==> src/rtl/core/imu_pitch_complementary_filter_top_assert.svh <==
// Assertion macros for the pitch filter core.
`ifndef IMU_PITCH_COMPLEMENTARY_FILTER_TOP_ASSERT_SVH
`define IMU_PITCH_COMPLEMENTARY_FILTER_TOP_ASSERT_SVH

// Check that cons holds in the same cycle as ante.
`define IPCF_ASSERT_NOW(label, clk, rst, ante, cons, msg) \
   label: assert property (@(posedge clk) disable iff (rst) (ante) |-> (cons)) \
      else $error(msg);

// Check that cons holds in the cycle after ante.
`define IPCF_ASSERT_NEXT(label, clk, rst, ante, cons, msg) \
   label: assert property (@(posedge clk) disable iff (rst) (ante) |=> (cons)) \
      else $error(msg);

`endif

==> src/rtl/core/ipcf_pkg.sv <==
// Shared types, widths, register codes and the CORDIC arctangent table.
`timescale 1ns / 1ps
package ipcf_pkg;

   // Field widths
   localparam int SAMPLE_W   = 16;
   localparam int ANGLE_W    = 17;
   localparam int SP_W       = 12;
   localparam int WEIGHT_W   = 17;
   localparam int GGAIN_W    = 24;
   localparam int SGAIN_W    = 16;
   localparam int CSR_IDX_W  = 2;
   localparam int CSR_DATA_W = 24;

   // Datapath widths
   localparam int XY_W      = 20;
   localparam int Z_W       = 26;
   localparam int DIFF_W    = 42;
   localparam int LO_W      = 21;
   localparam int MUL_OP_W  = 26;
   localparam int MUL_W     = 2 * MUL_OP_W;
   localparam int ACC_W     = 60;
   localparam int RND_SHIFT = 32;
   localparam int A_FULL_W  = ACC_W - RND_SHIFT;
   localparam int MAG_W     = 16;
   localparam int TAB_IDX_W = 5;

   localparam int IPCF_CORDIC_STEPS_DEF = 16;

   typedef logic signed [SAMPLE_W-1:0] sample_type;
   typedef logic signed [ANGLE_W-1:0]  angle_type;
   typedef logic [SP_W-1:0]            setpoint_type;

   // Register indexes
   localparam logic [CSR_IDX_W-1:0] CSR_BLEND_WEIGHT  = 2'd0;
   localparam logic [CSR_IDX_W-1:0] CSR_GYRO_GAIN     = 2'd1;
   localparam logic [CSR_IDX_W-1:0] CSR_SETPOINT_GAIN = 2'd2;

   // Register reset values
   localparam logic [WEIGHT_W-1:0] BLEND_WEIGHT_RST  = 17'd2621;
   localparam logic [GGAIN_W-1:0]  GYRO_GAIN_RST     = 24'd25614;
   localparam logic [SGAIN_W-1:0]  SETPOINT_GAIN_RST = 16'd5824;

   localparam logic [WEIGHT_W-1:0]   WEIGHT_ONE = 17'd65536;
   localparam angle_type             ANGLE_MAX  = 17'sd46080;
   localparam logic signed [Z_W-1:0] Z_QUARTER  = 26'sd5898240;
   localparam logic [SP_W-1:0]       SP_MAX     = 12'd4095;

   // atan(2^-i) in Q10.16 degrees
   function automatic logic signed [Z_W-1:0] atan_deg_q16(input logic [TAB_IDX_W-1:0] idx);
      logic signed [Z_W-1:0] val;
      case (idx)
         5'd0:    val = 26'sd2949120;
         5'd1:    val = 26'sd1740967;
         5'd2:    val = 26'sd919879;
         5'd3:    val = 26'sd466945;
         5'd4:    val = 26'sd234379;
         5'd5:    val = 26'sd117304;
         5'd6:    val = 26'sd58666;
         5'd7:    val = 26'sd29335;
         5'd8:    val = 26'sd14668;
         5'd9:    val = 26'sd7334;
         5'd10:   val = 26'sd3667;
         5'd11:   val = 26'sd1833;
         5'd12:   val = 26'sd917;
         5'd13:   val = 26'sd458;
         5'd14:   val = 26'sd229;
         5'd15:   val = 26'sd115;
         5'd16:   val = 26'sd57;
         5'd17:   val = 26'sd29;
         5'd18:   val = 26'sd14;
         5'd19:   val = 26'sd7;
         5'd20:   val = 26'sd4;
         5'd21:   val = 26'sd2;
         5'd22:   val = 26'sd1;
         default: val = 26'sd0;
      endcase
      return val;
   endfunction

endpackage

==> src/rtl/core/ipcf_if.sv <==
// Valid/ready channel interfaces for IMU samples and filter results.
`timescale 1ns / 1ps
interface ipcf_req_if;
   import ipcf_pkg::*;
   logic       valid;
   logic       ready;
   sample_type accel_x;
   sample_type accel_z;
   sample_type gyro_y;
   modport source (output valid, accel_x, accel_z, gyro_y, input ready);
   modport sink   (input valid, accel_x, accel_z, gyro_y, output ready);
endinterface

interface ipcf_rsp_if;
   import ipcf_pkg::*;
   logic         valid;
   logic         ready;
   angle_type    pitch_angle;
   setpoint_type drive_setpoint;
   modport source (output valid, pitch_angle, drive_setpoint, input ready);
   modport sink   (input valid, pitch_angle, drive_setpoint, output ready);
endinterface

==> src/rtl/core/imu_pitch_complementary_filter_top.sv <==
// Pitch complementary filter: CORDIC atan2 of the accelerometer blended with the gyro angle.
//
// One IMU sample is taken per transaction on req_if and one result leaves per
// transaction on rsp_if. A sample runs CORDIC_STEPS iterations of the shift-add
// CORDIC loop (one iteration a cycle through one set of barrel shifters and
// adders), then steps on one shared 26x26 multiplier and its adders (gyro
// scale, difference, two blend partial products, round and saturate, setpoint
// scale, result load); the result load waits until the output register is
// free. A new sample is accepted only after the previous result is loaded.
// req_if.ready is high while the core is idle; a result waiting in the output
// register does not block the next sample. Registers are written through
// csr_write_en/csr_index/csr_write_data; the user must write them only while
// no sample is in flight, as the block itself does not enforce it. Unknown
// indexes are ignored.
`timescale 1ns / 1ps
module imu_pitch_complementary_filter_top #(
   parameter int CORDIC_STEPS = ipcf_pkg::IPCF_CORDIC_STEPS_DEF
) (
   input  logic                            clock,
   input  logic                            reset,
   ipcf_req_if.sink                        req_if,
   ipcf_rsp_if.source                      rsp_if,
   input  logic                            csr_write_en,
   input  logic [ipcf_pkg::CSR_IDX_W-1:0]  csr_index,
   input  logic [ipcf_pkg::CSR_DATA_W-1:0] csr_write_data
);
   import ipcf_pkg::*;

`include "imu_pitch_complementary_filter_top_assert.svh"

   localparam int STEP_W = $clog2(CORDIC_STEPS);
   localparam logic [STEP_W-1:0] STEP_LAST = STEP_W'(CORDIC_STEPS - 1);

   // Sequencer states
   localparam logic [3:0] ST_IDLE   = 4'd0;
   localparam logic [3:0] ST_CORDIC = 4'd1;
   localparam logic [3:0] ST_GYRO   = 4'd2;
   localparam logic [3:0] ST_DIFF   = 4'd3;
   localparam logic [3:0] ST_MHI    = 4'd4;
   localparam logic [3:0] ST_MLO    = 4'd5;
   localparam logic [3:0] ST_ROUND  = 4'd6;
   localparam logic [3:0] ST_SP     = 4'd7;
   localparam logic [3:0] ST_FIN    = 4'd8;

   localparam logic signed [ACC_W-1:0]    ROUND_HALF = ACC_W'(64'sd1 <<< (RND_SHIFT - 1));
   localparam logic signed [A_FULL_W-1:0] RND_MAX    = A_FULL_W'(ANGLE_MAX);

   // Control state
   logic [3:0]          state_ff, state_in;
   logic [STEP_W-1:0]   step_ff, step_in;
   logic                zero_ff, zero_in;
   logic                rsp_valid_ff, rsp_valid_in;
   logic [WEIGHT_W-1:0] blend_ff, blend_in;
   logic [GGAIN_W-1:0]  ggain_ff, ggain_in;
   logic [SGAIN_W-1:0]  sgain_ff, sgain_in;
   angle_type           angle_ff, angle_in;

   // Datapath
   logic signed [XY_W-1:0]   x_ff, x_in;
   logic signed [XY_W-1:0]   y_ff, y_in;
   logic signed [Z_W-1:0]    z_ff, z_in;
   sample_type               gy_ff, gy_in;
   logic signed [MUL_W-1:0]  mul_ff, mul_in;
   logic signed [DIFF_W-1:0] diff_ff, diff_in;
   logic signed [ACC_W-1:0]  acc_ff, acc_in;
   angle_type                pitch_ff, pitch_in;
   setpoint_type             sp_ff, sp_in;

   // Shared-unit signals
   logic signed [XY_W-1:0]     ax_ext, az_ext, dx, dy;
   logic signed [Z_W-1:0]      tab_val;
   logic                       mul_en;
   logic signed [MUL_OP_W-1:0] mul_a, mul_b;
   logic [WEIGHT_W-1:0]        w_clamp;
   logic signed [ANGLE_W-1:0]  angle_neg;
   logic [MAG_W-1:0]           mag;
   logic signed [ACC_W-1:0]    rnd_sum;
   logic signed [A_FULL_W-1:0] a_full;
   logic [MAG_W-1:0]           sp_full;
   logic                       out_free;

   assign req_if.ready       = (state_ff == ST_IDLE);
   assign rsp_if.valid       = rsp_valid_ff;
   assign rsp_if.pitch_angle = pitch_ff;
   assign rsp_if.drive_setpoint = sp_ff;

   assign ax_ext   = XY_W'(req_if.accel_x);
   assign az_ext   = XY_W'(req_if.accel_z);
   assign dx       = y_ff >>> step_ff;
   assign dy       = x_ff >>> step_ff;
   assign tab_val  = atan_deg_q16(TAB_IDX_W'(step_ff));
   assign w_clamp  = (blend_ff > WEIGHT_ONE) ? WEIGHT_ONE : blend_ff;
   assign angle_neg = -angle_ff;
   assign mag      = angle_ff[ANGLE_W-1] ? MAG_W'(angle_neg) : MAG_W'(angle_ff);
   assign rnd_sum  = acc_ff + ACC_W'(mul_ff);
   assign a_full   = rnd_sum[ACC_W-1:RND_SHIFT];
   assign sp_full  = mul_ff[2*MAG_W-1:MAG_W];
   assign out_free = !rsp_valid_ff || rsp_if.ready;

   // Select the multiplier operands for the current step
   always_comb begin
      mul_en = 1'b1;
      mul_a  = '0;
      mul_b  = '0;
      case (state_ff)
         ST_GYRO: begin
            mul_a = MUL_OP_W'(gy_ff);
            mul_b = $signed({{(MUL_OP_W-GGAIN_W){1'b0}}, ggain_ff});
         end
         ST_MHI: begin
            mul_a = $signed({{(MUL_OP_W-WEIGHT_W){1'b0}}, w_clamp});
            mul_b = MUL_OP_W'($signed(diff_ff[DIFF_W-1:LO_W]));
         end
         ST_MLO: begin
            mul_a = $signed({{(MUL_OP_W-WEIGHT_W){1'b0}}, w_clamp});
            mul_b = $signed({{(MUL_OP_W-LO_W){1'b0}}, diff_ff[LO_W-1:0]});
         end
         ST_SP: begin
            mul_a = $signed({{(MUL_OP_W-MAG_W){1'b0}}, mag});
            mul_b = $signed({{(MUL_OP_W-SGAIN_W){1'b0}}, sgain_ff});
         end
         default: begin
            mul_en = 1'b0;
         end
      endcase
   end

   // Sequencer and next-state datapath
   always_comb begin
      state_in     = state_ff;
      step_in      = step_ff;
      zero_in      = zero_ff;
      rsp_valid_in = rsp_valid_ff;
      blend_in     = blend_ff;
      ggain_in     = ggain_ff;
      sgain_in     = sgain_ff;
      angle_in     = angle_ff;
      x_in         = x_ff;
      y_in         = y_ff;
      z_in         = z_ff;
      gy_in        = gy_ff;
      mul_in       = mul_en ? (MUL_W'(mul_a) * MUL_W'(mul_b)) : mul_ff;
      diff_in      = diff_ff;
      acc_in       = acc_ff;
      pitch_in     = pitch_ff;
      sp_in        = sp_ff;

      // Drop the result once the sink takes it
      if (rsp_valid_ff && rsp_if.ready) begin
         rsp_valid_in = 1'b0;
      end

      // Register writes
      if (csr_write_en) begin
         case (csr_index)
            CSR_BLEND_WEIGHT:  blend_in = csr_write_data[WEIGHT_W-1:0];
            CSR_GYRO_GAIN:     ggain_in = csr_write_data[GGAIN_W-1:0];
            CSR_SETPOINT_GAIN: sgain_in = csr_write_data[SGAIN_W-1:0];
            default: ;
         endcase
      end

      case (state_ff)
         ST_IDLE: begin
            // Take a sample and pre-rotate into the right half plane
            if (req_if.valid) begin
               gy_in    = req_if.gyro_y;
               zero_in  = (req_if.accel_x == '0) && (req_if.accel_z == '0);
               step_in  = '0;
               state_in = ST_CORDIC;
               if (req_if.accel_z[SAMPLE_W-1]) begin
                  if (!req_if.accel_x[SAMPLE_W-1]) begin
                     x_in = ax_ext;
                     y_in = -az_ext;
                     z_in = Z_QUARTER;
                  end else begin
                     x_in = -ax_ext;
                     y_in = az_ext;
                     z_in = -Z_QUARTER;
                  end
               end else begin
                  x_in = az_ext;
                  y_in = ax_ext;
                  z_in = '0;
               end
            end
         end
         ST_CORDIC: begin
            // One vectoring iteration a cycle
            if (!y_ff[XY_W-1]) begin
               x_in = x_ff + dx;
               y_in = y_ff - dy;
               if (!zero_ff) z_in = z_ff + tab_val;
            end else begin
               x_in = x_ff - dx;
               y_in = y_ff + dy;
               if (!zero_ff) z_in = z_ff - tab_val;
            end
            if (step_ff == STEP_LAST) begin
               step_in  = '0;
               state_in = ST_GYRO;
            end else begin
               step_in = step_ff + 1'b1;
            end
         end
         ST_GYRO: begin
            state_in = ST_DIFF;
         end
         ST_DIFF: begin
            // Propagated angle minus accelerometer pitch, both in Q.24
            diff_in  = (DIFF_W'(angle_ff) <<< 16) + DIFF_W'(mul_ff) - (DIFF_W'(z_ff) <<< 8);
            state_in = ST_MHI;
         end
         ST_MHI: begin
            state_in = ST_MLO;
         end
         ST_MLO: begin
            // Collect the high partial product, the accel term and the rounding half
            acc_in   = (ACC_W'(mul_ff) <<< LO_W) + (ACC_W'(z_ff) <<< 24) + ROUND_HALF;
            state_in = ST_ROUND;
         end
         ST_ROUND: begin
            // Add the low partial product, round to Q9.8 and saturate
            if (a_full > RND_MAX) begin
               angle_in = ANGLE_MAX;
            end else if (a_full < -RND_MAX) begin
               angle_in = -ANGLE_MAX;
            end else begin
               angle_in = ANGLE_W'(a_full);
            end
            state_in = ST_SP;
         end
         ST_SP: begin
            state_in = ST_FIN;
         end
         ST_FIN: begin
            // Load the output register when it is free
            if (out_free) begin
               pitch_in     = angle_ff;
               sp_in        = (sp_full > MAG_W'(SP_MAX)) ? SP_MAX : SP_W'(sp_full);
               rsp_valid_in = 1'b1;
               state_in     = ST_IDLE;
            end
         end
         default: begin
            state_in = ST_IDLE;
         end
      endcase
   end

   // Control registers
   always_ff @(posedge clock) begin
      if (reset) begin
         state_ff     <= ST_IDLE;
         step_ff      <= '0;
         zero_ff      <= 1'b0;
         rsp_valid_ff <= 1'b0;
         blend_ff     <= BLEND_WEIGHT_RST;
         ggain_ff     <= GYRO_GAIN_RST;
         sgain_ff     <= SETPOINT_GAIN_RST;
         angle_ff     <= '0;
      end else begin
         state_ff     <= state_in;
         step_ff      <= step_in;
         zero_ff      <= zero_in;
         rsp_valid_ff <= rsp_valid_in;
         blend_ff     <= blend_in;
         ggain_ff     <= ggain_in;
         sgain_ff     <= sgain_in;
         angle_ff     <= angle_in;
      end
   end

   // Payload registers
   always_ff @(posedge clock) begin
      x_ff     <= x_in;
      y_ff     <= y_in;
      z_ff     <= z_in;
      gy_ff    <= gy_in;
      mul_ff   <= mul_in;
      diff_ff  <= diff_in;
      acc_ff   <= acc_in;
      pitch_ff <= pitch_in;
      sp_ff    <= sp_in;
   end

   `IPCF_ASSERT_NEXT(a_accept_starts_cordic, clock, reset,
      req_if.valid && req_if.ready, state_ff == ST_CORDIC,
      "accepted sample did not start the CORDIC loop")
   `IPCF_ASSERT_NOW(a_angle_in_range, clock, reset,
      1'b1, (angle_ff <= ANGLE_MAX) && (angle_ff >= -ANGLE_MAX),
      "stored angle outside +/-180 degrees")
   `IPCF_ASSERT_NOW(a_step_idle_zero, clock, reset,
      state_ff != ST_CORDIC, step_ff == '0,
      "iteration counter not cleared outside the CORDIC loop")
   `IPCF_ASSERT_NEXT(a_fin_loads_result, clock, reset,
      (state_ff == ST_FIN) && out_free,
      rsp_valid_ff && (state_ff == ST_IDLE) && (rsp_if.pitch_angle == angle_ff),
      "finished sample not loaded into the result register")

endmodule
==> src/flat_wrapper.sv <==
// flat-port wrapper written by rule: the top's interface ports become plain ports
module imu_pitch_complementary_filter_top_flat import ipcf_pkg::*;
#(
   parameter int CORDIC_STEPS = ipcf_pkg::IPCF_CORDIC_STEPS_DEF
)
  (clock, reset, csr_write_en, csr_index, csr_write_data, req_if_valid, req_if_accel_x, req_if_accel_z, req_if_gyro_y, req_if_ready, rsp_if_valid, rsp_if_pitch_angle, rsp_if_drive_setpoint, rsp_if_ready);
  ipcf_req_if req_if_i ();
  ipcf_rsp_if rsp_if_i ();
  input  logic clock;
  input  logic reset;
  input  logic csr_write_en;
  input  logic [ipcf_pkg::CSR_IDX_W-1:0] csr_index;
  input  logic [ipcf_pkg::CSR_DATA_W-1:0] csr_write_data;
  input wire logic [$bits(req_if_i.valid)-1:0] req_if_valid;
  input wire logic [$bits(req_if_i.accel_x)-1:0] req_if_accel_x;
  input wire logic [$bits(req_if_i.accel_z)-1:0] req_if_accel_z;
  input wire logic [$bits(req_if_i.gyro_y)-1:0] req_if_gyro_y;
  output wire logic [$bits(req_if_i.ready)-1:0] req_if_ready;
  output wire logic [$bits(rsp_if_i.valid)-1:0] rsp_if_valid;
  output wire logic [$bits(rsp_if_i.pitch_angle)-1:0] rsp_if_pitch_angle;
  output wire logic [$bits(rsp_if_i.drive_setpoint)-1:0] rsp_if_drive_setpoint;
  input wire logic [$bits(rsp_if_i.ready)-1:0] rsp_if_ready;
  assign req_if_i.valid = req_if_valid;
  assign req_if_i.accel_x = req_if_accel_x;
  assign req_if_i.accel_z = req_if_accel_z;
  assign req_if_i.gyro_y = req_if_gyro_y;
  assign req_if_ready = req_if_i.ready;
  assign rsp_if_valid = rsp_if_i.valid;
  assign rsp_if_pitch_angle = rsp_if_i.pitch_angle;
  assign rsp_if_drive_setpoint = rsp_if_i.drive_setpoint;
  assign rsp_if_i.ready = rsp_if_ready;
  imu_pitch_complementary_filter_top #(.CORDIC_STEPS(CORDIC_STEPS)) u_core (.clock(clock), .reset(reset), .req_if(req_if_i), .rsp_if(rsp_if_i), .csr_write_en(csr_write_en), .csr_index(csr_index), .csr_write_data(csr_write_data));
endmodule
==> config.mk <==
export PLATFORM = sky130hd
export DESIGN_NAME = imu_pitch_complementary_filter_top_flat
export DESIGN_NICKNAME = d
export VERILOG_FILES = /design/src/rtl/core/ipcf_pkg.sv /design/src/rtl/core/ipcf_if.sv /design/src/rtl/core/imu_pitch_complementary_filter_top.sv /design/src/flat_wrapper.sv
export VERILOG_INCLUDE_DIRS = /design/src /design/src/rtl/core
export SDC_FILE = /design/constraint.sdc
export NUM_CORES = 2
export LEC_CHECK = 0
export BUFFER_PORTS_ARGS = -buffer_cell sky130_fd_sc_hd__buf_4
export CORE_MARGIN = 10
export CORE_UTILIZATION = 25
export CTS_CLUSTER_SIZE = 10
export DETAILED_ROUTE_END_ITERATION = 16
export GPL_TIMING_DRIVEN = 1
export PLACE_DENSITY_LB_ADDON = 0.12
export SYNTH_ARGS = -nofsm -noshare
export SYNTH_HDL_FRONTEND = slang
export SYNTH_SLANG_ARGS = --single-unit
==> constraint.sdc <==
create_clock -name clock -period 9.3 [get_ports clock]
set_clock_uncertainty 0.2 [all_clocks]
set_input_delay 1.86 -clock clock [delete_from_list [all_inputs] [get_ports clock]]
set_output_delay 1.86 -clock clock [all_outputs]
set_load 0.01 [all_outputs]
==> results.cfg <==
[outcome]
status = complete, no violations

[worst_setup_path]
crit_required_ns = 9.43
cp_data_arrival_time_ns = 9.15
crit_path_frequent_cell = fa_1
cp.depth = 34
cp_top_family = adder cells
rrSetupSlack_ns = 0.28
r2r-end = u_core.mul_ff[47]
rr_startpoint = u_core.blend_ff[8]
critical_path_class = reg -> reg
startpoint = u_core.blend_ff[8]
cp_num_buf_inv = 9
cp-end-kind = flip-flop
start_kind = flip-flop
cp_max_fo = 12
slowest_stage = fa_1
critical_path.max_stage_delay_ns = 0.59
endpoint = u_core.mul_ff[47]
r2r_cells = 34

[floorplan]
core_um2 = 181000
fp.dieH_um = 447
initial_core_util = 0.252
io_pins = 110
rows = 156
die_area_um2 = 200000
fp.dieW_um = 447

[global_route]
grt_pass1_vias = 37600
track_usage = 0.167
grt_first_pass_wirelength_um = 253000
grt-ovfl-total = 0
antenna_found_initial = 4
grt_max_degree = 67

[routing]
wl_um = 169000
viasPerCell = 4.67
drt_iter0_drc = 2197
routedWlPerCell_um = 21.8
first_pass_iters = 6
vias = 36200
drc = 0
ant_nets = 0

[yosys]
avgSynthCellArea_um2 = 9.06
synthDistinctLibCells = 106
yosysSeqAreaShare = 0.207
synth_area_um2 = 45700
syn_inst = 5041
synthFlopType = edfxtp_1
synth_edf_count = 244
ys_ff_latch = 350
yosysWarningCount = 0
synth_async_sr_flop_share = 0
synthesis.nets = 6068

[cells_and_area]
finalInstanceArea_um2 = 53400
ff_latch_area_um2 = 9450
finalNetCount = 6369
drive_above_1_share = 0.121
multi_input_area_um2 = 32600
final_util = 0.295
final_cell_mix = 825 x inv_1, 625 x nand2_1, 573 x fa_1, 402 x buf_4, 397 x nor2_1
nFillCells = 19300
area_growth_pct = 16.9
final_common_cell = inv_1

[clock_tree]
cts_tree = yes
cts_buffers = 46
cts-root-buf = clkbuf_16
clkTransAtPathRegs_ns = 0.06
clk_path_buf_depth = 3
cts_max_level = 2
cts.sinks = 350
clock_insertion_delay_worst_skew_ns = 0.63

[timing]
slew_headroom = 0.200
min_period_ns = 9.02
finalCritPeriodShare = 0.969
maxSlewViolCount = 0
fmax_ghz = 0.111
tightest_slew_ns = 1.20
setup_viol_count_final = 0
final-hold-violation-count = 0

[placement]
gp_congestion = 0.875
hpwl_um = 142000
place_area_um2 = 51600
port_buffers = 109

[job]
drv_cap = 0

[pwr]
ir_drop_v = 0.000146
p_per_area_nw_per_um2 = 209
leakage_nw = 24.7

[worst_hold_path]
worstHoldPathCells = 2
hp-class = reg -> reg
## cell type report
class	instances	area share
Clock buffer	72	0.0263
Antenna cell	1	0.0000469
Clock inverter	13	0.00244
Inverter	831	0.0585
Timing Repair Buffer	435	0.0688
Multi-Input combinational cell	3678	0.611
Sequential cell	350	0.177
Tap cell	2370	0.0556
## report_power, final
group,leakage [nW],internal (mW),switching (mW)
registers,3.18,2.15,0.407
clock network,0.751,1.07,0.776
logic,20.8,2.84,3.92
total,24.7,6.06,5.11
## kinds of logic after synthesis
kind of cell / share of synthesized area
XOR/XNOR: 0.0516
AND/OR/NAND/NOR: 0.141
other: 0.0000821
buffers and inverters: 0.0847
adder cells (fa/ha/maj): 0.354
multiplexers: 0.0287
flip-flops: 0.207
AO/OA/AOI/OAI: 0.133
## metal layers
metal  global-route usage  vias up  wire [um]
met2                0.287      602      81200
met3               0.0154      114       5470
met5                    0        -          0
met1                0.232    18100      79300
met4               0.0240        0       2850
li1                     -    17300          -
## per-stage QoR
step | setup WS (ns) | TNS [ns] | instances | hold slack (ns) | power [mW]
after floorplan | 0.0612 | 0 | 5041 | 0.221 | 7.32
after global placement | -0.198 | -0.689 | 7661 | 0.243 | 9.40
after detailed placement | -0.241 | -0.944 | 7661 | 0.249 | 9.35
after CTS | 0.0280 | 0 | 7746 | 0.257 | 11.3
after global routing | -0.0151 | -0.0151 | 7749 | 0.278 | 12.2
final | 0.285 | 0 | 7750 | 0.260 | 11.2
## what timing repair did
item / CTS / global route
pin swaps: 0 / 20
setup buffers: 0 / 3
hold buffers: 0 / 0
resized for setup: 17 / 34
endpoints found under the setup margin: 10 / 10
gates cloned: 0 / 0
## flip-flops by register name, summed over array words and instances (netlist names), 4 cells and up
signal and count:
u_core.mul_ff 52, u_core.diff_ff 42, u_core.acc_ff 39, u_core.z_ff 26
u_core.ggain_ff 24, u_core.tab_val 22, u_core.x_ff 20, u_core.y_ff 20
u_core.angle_ff 17, u_core.blend_ff 17, u_core.rsp_if.pitch_angle 17, u_core.gy_ff 16
u_core.sgain_ff 16, u_core.rsp_if.drive_setpoint 12, u_core.state_ff 4, u_core.step_ff 4
## worst min path at each step
stage / from / to / slack (ns)
final: u_core.ggain_ff[9] / u_core.ggain_ff[9] / 0.26
after CTS: u_core.ggain_ff[9] / u_core.ggain_ff[9] / 0.26
after global placement: u_core.ggain_ff[9] / u_core.ggain_ff[9] / 0.24
after global routing: u_core.ggain_ff[9] / u_core.ggain_ff[9] / 0.28
after floorplan: u_core.mul_ff[0] / u_core.acc_ff[21] / 0.22
after detailed placement: u_core.ggain_ff[9] / u_core.ggain_ff[9] / 0.25
## Yosys cell counts (all sizes together), types with 62 or more instances
master	number	area, um2
fa	573	11500
inv	829	3110
nand2	631	2370
nor3	62	315
edfxtp	244	7330
nor2	407	1540
a21o	100	751
xnor2	180	1580
ha	375	4690
clkbuf	151	567
o21ai	195	980
dfxtp	106	2120
xor2	89	780
a21oi	284	1430
## tightest hold or removal path: stages, from the launching register on
cell and delay [ns]:
dfxtp_1 0.31, nand2_1 0.05, a21oi_1 0.05
(Power assumes the default switching activity.)
